[config.mk]
export PLATFORM = sky130hd
export DESIGN_NAME = vwh_ram
export DESIGN_NICKNAME = d
export VERILOG_FILES = /design/src/hw/rtl/vertex_weld_hash_table_macros.svh /design/src/hw/rtl/vwh_ram.sv
export SDC_FILE = /design/constraint.sdc
export NUM_CORES = 1
export LEC_CHECK = 0
export ABC_AREA = 1
export BUFFER_PORTS_ARGS = -buffer_cell sky130_fd_sc_hd__buf_2
export CORE_MARGIN = 4
export CORE_UTILIZATION = 65
export CTS_BUF_LIST = sky130_fd_sc_hd__clkbuf_8
export DETAILED_ROUTE_END_ITERATION = 8
export PLACE_DENSITY = 0.88
export SYNTH_ARGS = -nofsm -noshare
export SYNTH_HDL_FRONTEND = slang
export SYNTH_SLANG_ARGS = --single-unit
[constraint.sdc]
create_clock -name clk_i -period 2.1 [get_ports clk_i]
set_input_delay 0.42 -clock clk_i [delete_from_list [all_inputs] [get_ports clk_i]]
set_output_delay 0.42 -clock clk_i [all_outputs]
set_load 0.02 [all_outputs]
[src/hw/rtl/vertex_weld_hash_table_macros.svh]
// ----------------------------------------------------------------------------
// Vertex weld hash table assertion macros
// Concurrent assertion helpers, compiled out when ASSERT_OFF is defined.
// ----------------------------------------------------------------------------
`ifndef VERTEX_WELD_HASH_TABLE_MACROS_SVH
`define VERTEX_WELD_HASH_TABLE_MACROS_SVH
`ifndef ASSERT_OFF
// Property must hold at every rising clock edge outside reset
`define VWH_ASSERT(lbl, clk, rst_n, prop) \
  lbl: assert property (@(posedge clk) disable iff (!rst_n) prop) \
    else $error("vwh assertion failed");
// Condition must never be true outside reset
`define VWH_ASSERT_NEVER(lbl, clk, rst_n, cond) \
  lbl: assert property (@(posedge clk) disable iff (!rst_n) !(cond)) \
    else $error("vwh forbidden condition");
`else
`define VWH_ASSERT(lbl, clk, rst_n, prop)
`define VWH_ASSERT_NEVER(lbl, clk, rst_n, cond)
`endif
`endif

[src/hw/rtl/vwh_ram.sv]
// ----------------------------------------------------------------------------
// Vertex weld hash table RAM
// Simple dual-port RAM, one write and one registered read per cycle.
// ----------------------------------------------------------------------------
module vwh_ram #(
  parameter int unsigned Width = 8,
  parameter int unsigned Depth = 16
) (
  input  logic                     clk_i,
  input  logic                     we_i,
  input  logic [$clog2(Depth)-1:0] waddr_i,
  input  logic [Width-1:0]         wdata_i,
  input  logic [$clog2(Depth)-1:0] raddr_i,
  output logic [Width-1:0]         rdata_o
);

  logic [Width-1:0] mem [Depth];
  logic [Width-1:0] rdata_q;

  // write port and registered read port
  always_ff @(posedge clk_i) begin
    if (we_i) begin
      mem[waddr_i] <= wdata_i;
    end
    rdata_q <= mem[raddr_i];
  end

  assign rdata_o = rdata_q;

endmodule
==> results.txt, run 1 <==
Min-delay src: raddr_i[3]
FF-to-FF End: rdata_o[5]$_DFF_P_
Root Driver: clkbuf_8
Ports: 26
P per Cell Area: 854 nW/um2
Max rail drop VDD: 0.700 mV
DRT iter0 DRCs: 514
Fin crit share: 67.2%
Vias in the first global route: 3,917
CP max stage cell: dfxtp_1
Yosys top cell area share: 66.7%
Antenna Nets Post-Route: 0
Req. time, crit path: 1.68 ns
Library cells used by synthesis: 12
Startpoint Class: flop
Layout cells sized above 1: 12.0%
Syn. warnings: 0
Worst-skew pair later-pin latency: 0.44 ns
CP cell instances: buf_2
Fin crit period: 1.41 ns
Final hold viol count: 0
Worst min path class: in -> reg
Vias: 4,011
Total gr overflow: 0
Gate Count Post-Synth: 551
IO buf count: 25
Slowest stage delay, CP: 0.38 ns
Clk buf depth: 2
Post-synth top area cell: edfxtp_1
Hold Path Sink: rdata_o[1]$_DFF_P_
Via density: 5.67
Total Wirelength: 13.0 mm
Setup ws final: 0.689 ns
HPWL after DPL: 7.85 mm
Outcome: complete, no violations
Fill cells: 570
RR Startpoint: mem[9][5]$_DFFE_PP_
Die width: 102 um
Core region area: 8680 um2
Hold_buf cts: 0
WS Path Type: reg -> out
Initial antenna violation count: 0
Unrepaired setup endpoints after global routing: false
Post-CTS setup buffers: 0
Core Rows: 34
Gpl congestion: 0.841
First-pass GRT wire length: 20.1 mm
Critical path peak fanout: 1
Total power: 5.44 mW
Setup Viol. Count Final: 0
Reg area: 4000 um2
CTS H-tree depth: 4
Multi-input combinational cell area: 1210 um2
Post-route DRC: 0
FF-to-FF setup slack: 1.04 ns
Largest cells by area after synthesis: edfxtp_1 67%, nand2_1 11%, nand3_1 8.4%, inv_1 6.5%, dfxtp_1 2.8%
Sum Neg Setup Slack: 0 ns
CTS tree: done
Hold path depth: 3
R2R depth: 6
Starting density of the core: 66.5%
Clock Skew: 0.0108 ns
GRT Overall Usage: 26.8%
Min Hold Slack: 0.337 ns
WL/cell: 18.3 um
Synth Register Bits: 136
Post_cts resized: 0
# Max-Cap Violations: 0
DR pass1 iterations: 5
Slew Limit Fails: 0
Die area: 10,400 um2
Largest net degree at the start of global routing: 65
Die Span Y: 102 um
Post-placement setup slack: 0.342 ns
N_diodes: 0
Post-synthesis sequential area ratio: 69.4%
Mapped Avg Cell Area: 10.5 um2
Post-Syn Area: 5770 um2
Rel. slew slack: 47.1%
NumNets Final: 605
Syn nets: 569
Top Family by Delay on Critical Path: flip-flops
Worst Path Buf+Inv: 1
Crit path DAT: 0.99 ns
Num Clock Sinks: 136
P&R area growth vs syn: 10.4%
Slew @ Worst Pin: 0.790 ns
CTS clk-pin slew, worst paths: 0.07 ns
Cts bufs inserted: 17
Fmax: 709 MHz
Pleak: 2.78 nW
Crit. End Element: output pin
## where the power goes
group	internal [mW]	total (mW)	switching, mW	leakage, nW
clock network	1.03	2.00	0.970	0.179
logic	0.105	0.382	0.277	1.38
registers	3.03	3.06	0.0251	1.22
## state kept, by name, summed over array words and instances (netlist names)
| register | cells |
|---|---|
| rdata_o | 8 |
| mem | 128 |
## synthesized netlist by cell type
cell type	n
buf_1	1
buf_2	13
buf_4	4
buf_6	6
dfxtp_1	8
edfxtp_1	128
inv_1	100
inv_2	2
nand2_1	173
nand3_1	97
nand3b_1	2
nor2_1	17
## worst max path at each step
stage | start | end | cells after the start
floorplan | waddr_i[2] | mem[10][0]$_DFFE_PP_ | 2
global route | raddr_i[0] | rdata_o[6]$_DFF_P_ | 8
detailed placement | raddr_i[0] | rdata_o[5]$_DFF_P_ | 7
CTS | rdata_o[2]$_DFF_P_ | rdata_o[2] | 1
finish | rdata_o[2]$_DFF_P_ | rdata_o[2] | 1
global placement | raddr_i[0] | rdata_o[5]$_DFF_P_ | 7
## cells in the final DEF (no fill, tap or decap)
cell        instances
buf_4              15
nand2_1           173
clkinv_4            1
buf_2              25
inv_1             102
buf_12              1
inv_2               2
clkinv_2            3
nor2_1             17
nand3_1            97
clkinv_1            1
edfxtp_1          128
bufinv_16           2
clkinvlp_4          6
clkbuf_8           17
nand3b_1            2
dfxtp_1             8
## worst min-delay path, cell delays in order
cell and delay (ns):
buf_2 0.16, nand3_1 0.10, nand2_1 0.05
## cells by family (layout without fill, tap and decap cells)
kind of cell	Yosys count	after routing	synth area share, %
DFF	136	136	69.4
and+or+nand+nor	289	289	21.0
buffers and inverters	126	175	9.52
## cell type report
type / instances / share of cell area, %
Clock inverter: 15 / 2.20
Tap cell: 108 / 2.12
Clock buffer: 17 / 3.67
Timing Repair Buffer: 41 / 4.05
Sequential cell: 136 / 62.9
Inverter: 102 / 6.01
Multi-Input combinational cell: 289 / 19.1
## per-stage QoR
stage	cell area, um2	instances	util (%)
after floorplan	5770	551	-
after global placement	5990	676	69.1
after detailed placement	5990	676	69.1
after CTS	6370	708	73.4
after global routing	6370	708	73.4
final	6370	708	73.4
## per-layer routing
metal / GRT usage [%] / part of all wire [%]
met4: 14.7 / 4.5
met1: 34.6 / 35
met2: 42.5 / 49
met5: 0 / 0
met3: 5.94 / 11
(Power assumes the default switching activity.)
==> run 2, diff against run 1 <==
- CORE_UTILIZATION: 65 -> 63
- PLACE_DENSITY: 0.88 -> 0.85
- clock period: 2.1 -> 1.5 ns (I/O delays scaled with it)
==> run 2 against run 1 <==
Cell count rose by 0.99%. Clock skew rose by 0.0021 ns. Total power increased by 45%. Sequential power is 40% higher. First-iteration DRC count shrank 15%. Combinational power up 47%.
==> results.txt, run 2 (synthesized netlist as in run 1, its figures left out) <==
R2R depth: 6 (unchanged)
Num Clock Sinks: 136 (unchanged)
DR pass1 iterations: 5 (unchanged)
Die width: 104 um (was 102 um)
Pleak: 2.86 nW (was 2.78 nW)
Slew @ Worst Pin: 0.574 ns (was 0.790 ns)
Post-CTS setup buffers: 0 (unchanged)
Fmax: 793 MHz
Worst Path Buf+Inv: 1 (unchanged)
Total gr overflow: 0 (unchanged)
Post-route DRC: 0 (unchanged)
Post_cts resized: 0 (unchanged)
P&R area growth vs syn: 12.6% (was 10.4%)
Flip-flop count of the largest register after layout: 128 (unchanged)
N_diodes: 0 (unchanged)
Stages on worst setup path: 1 (unchanged)
CTS H-tree depth: 4 (unchanged)
Outcome: complete, no violations (unchanged)
Cts bufs inserted: 17 (unchanged)
WS Path Type: reg -> out (unchanged)
Via density: 5.54 (was 5.67)
Largest Register: mem (unchanged)
Multi-input combinational cell area: 1210 um2 (unchanged)
Total Wirelength: 12.5 mm (was 13.0 mm)
Ports: 26 (unchanged)
Layout cells sized above 1: 13.3% (was 12.0%)
Reg area: 4000 um2 (unchanged)
Core region area: 8810 um2 (was 8680 um2)
Sum Neg Setup Slack: 0 ns (unchanged)
Worst min path class: in -> reg (unchanged)
CTS clk-pin slew, worst paths: 0.08 ns (was 0.07 ns)
Final hold viol count: 0 (unchanged)
CTS tree: done (unchanged)
WL/cell: 17.5 um (was 18.3 um)
CP cell instances: buf_2 (unchanged)
RR Startpoint: mem[8][5]$_DFFE_PP_ (was mem[9][5]$_DFFE_PP_)
Die Span Y: 104 um (was 102 um)
Leading cell type in the layout, fill and taps excluded: nand2_1 (unchanged)
HPWL after DPL: 7.78 mm (was 7.85 mm)
FF-to-FF End: rdata_o[5]$_DFF_P_ (unchanged)
Gpl congestion: 0.842 (was 0.841)
Vias in the first global route: 3,859 (was 3,917)
Critical path peak fanout: 1 (unchanged)
Clock Skew: 0.0129 ns (was 0.0108 ns)
Antenna Nets Post-Route: 0 (unchanged)
Die area: 10,700 um2 (was 10,400 um2)
Initial antenna violation count: 0 (unchanged)
Worst-skew pair later-pin latency: 0.44 ns (about the same)
NumNets Final: 612 (was 605)
Slew Limit Fails: 0 (unchanged)
Largest net degree at the start of global routing: 65 (unchanged)
Setup ws final: 0.239 ns (was 0.689 ns)
CP max stage cell: dfxtp_1 (unchanged)
IO buf count: 25 (unchanged)
Startpoint Class: flop (unchanged)
Post-placement setup slack: 0.122 ns (was 0.342 ns)
Slowest stage delay, CP: 0.35 ns (was 0.38 ns)
Clk buf depth: 2 (unchanged)
GRT Overall Usage: 24.5% (was 26.8%)
Crit path DAT: 0.96 ns (was 0.99 ns)
Max rail drop VDD: 0.722 mV (was 0.700 mV)
Vias: 3,960 (was 4,011)
Core Rows: 34 (unchanged)
Fin crit period: 1.26 ns
CP startpoint: rdata_o[6]$_DFF_P_ (was rdata_o[2]$_DFF_P_)
Most frequent cells in the layout: 173 x nand2_1, 128 x edfxtp_1, 101 x inv_1 (was 173 x nand2_1, 128 x edfxtp_1, 102 x inv_1)
FF-to-FF setup slack: 0.46 ns (was 1.04 ns)
Starting density of the core: 65.5% (was 66.5%)
Fin crit share: 84.1%
DRT iter0 DRCs: 439 (was 514)
Req. time, crit path: 1.20 ns (was 1.68 ns)
CP Capture Point: rdata_o[6] (was rdata_o[2])
First-pass GRT wire length: 20.2 mm (was 20.1 mm)
Top Family by Delay on Critical Path: flip-flops (unchanged)
P per Cell Area: 1220 nW/um2 (was 854 nW/um2)
# Max-Cap Violations: 0 (unchanged)
Setup Viol. Count Final: 0 (unchanged)
Crit. End Element: output pin (unchanged)
Rel. slew slack: 61.7% (was 47.1%)
Hold_buf cts: 0 (unchanged)
Fill cells: 534 (was 570)
Root Driver: clkbuf_8 (unchanged)
Unrepaired setup endpoints after global routing: false (unchanged)
## run 2: changes by cell type in the layout (fill, tap and decap cells not counted), sizes merged
cell      change
buf           +7
clkinvlp      -3
bufinv        +1
clkinv        +1
inv           +1
## run 2: cell type report
| class | instances | area share, % |
|---|---|---|
| sequential | 136 | 61.6 |
| multi-input combinational | 289 | 18.7 |
| inverter | 102 | 5.89 |
| timing repair buffer | 48 | 5.35 |
| clock buffer | 17 | 3.60 |
| clock inverter | 15 | 2.75 |
| tap | 108 | 2.08 |
## run 2: through the flow
stage                     hold slack [ns]  instance area, um2  cells  util, %  power (mW)
after floorplan                     0.399                5770    551        -        4.68
after global placement              0.668                6080    683     69.1        4.88
after detailed placement            0.670                6080    683     69.1        4.90
after CTS                           0.209                6500    715     73.8        7.92
after global routing                0.222                6500    715     73.8        8.17
final                               0.219                6500    715     73.8        7.90
## run 2: report_power, final
part,internal [mW],switching (mW)
Clock,1.65,1.43
Combinational,0.166,0.394
Sequential,4.24,0.0265
Total,6.06,1.85
## run 2: worst min path at each step
stage | to | start | slack (ns) | cells past startpoint
final | rdata_o[7]$_DFF_P_ | raddr_i[3] | 0.22 | 3
after global routing | rdata_o[2]$_DFF_P_ | raddr_i[3] | 0.22 | 3
after CTS | rdata_o[7]$_DFF_P_ | raddr_i[3] | 0.21 | 3
after detailed placement | rdata_o[6]$_DFF_P_ | raddr_i[3] | 0.67 | 3
after global placement | rdata_o[0]$_DFF_P_ | raddr_i[3] | 0.67 | 3
after floorplan | mem[0][0]$_DFFE_PP_ | wdata_i[0] | 0.40 | 0
## run 2: worst register-to-register path, cell delays in order, from the launching register on
cell and delay [ns]:
edfxtp_1 0.37, inv_1 0.06, nand2_1 0.06, nand3_1 0.09
nand3_1 0.13, nand3_1 0.15, nand2_1 0.08
## run 2: layer usage
layer	GRT usage (%)	part of all wire (%)	routed length [um]	up-vias
li1	-	-	-	1859
met4	8.83	2.3	292	0
met2	39.9	49	6100	224
met1	32.9	40	4990	1852
met3	5.16	9.3	1160	25
met5	0	0	0	-
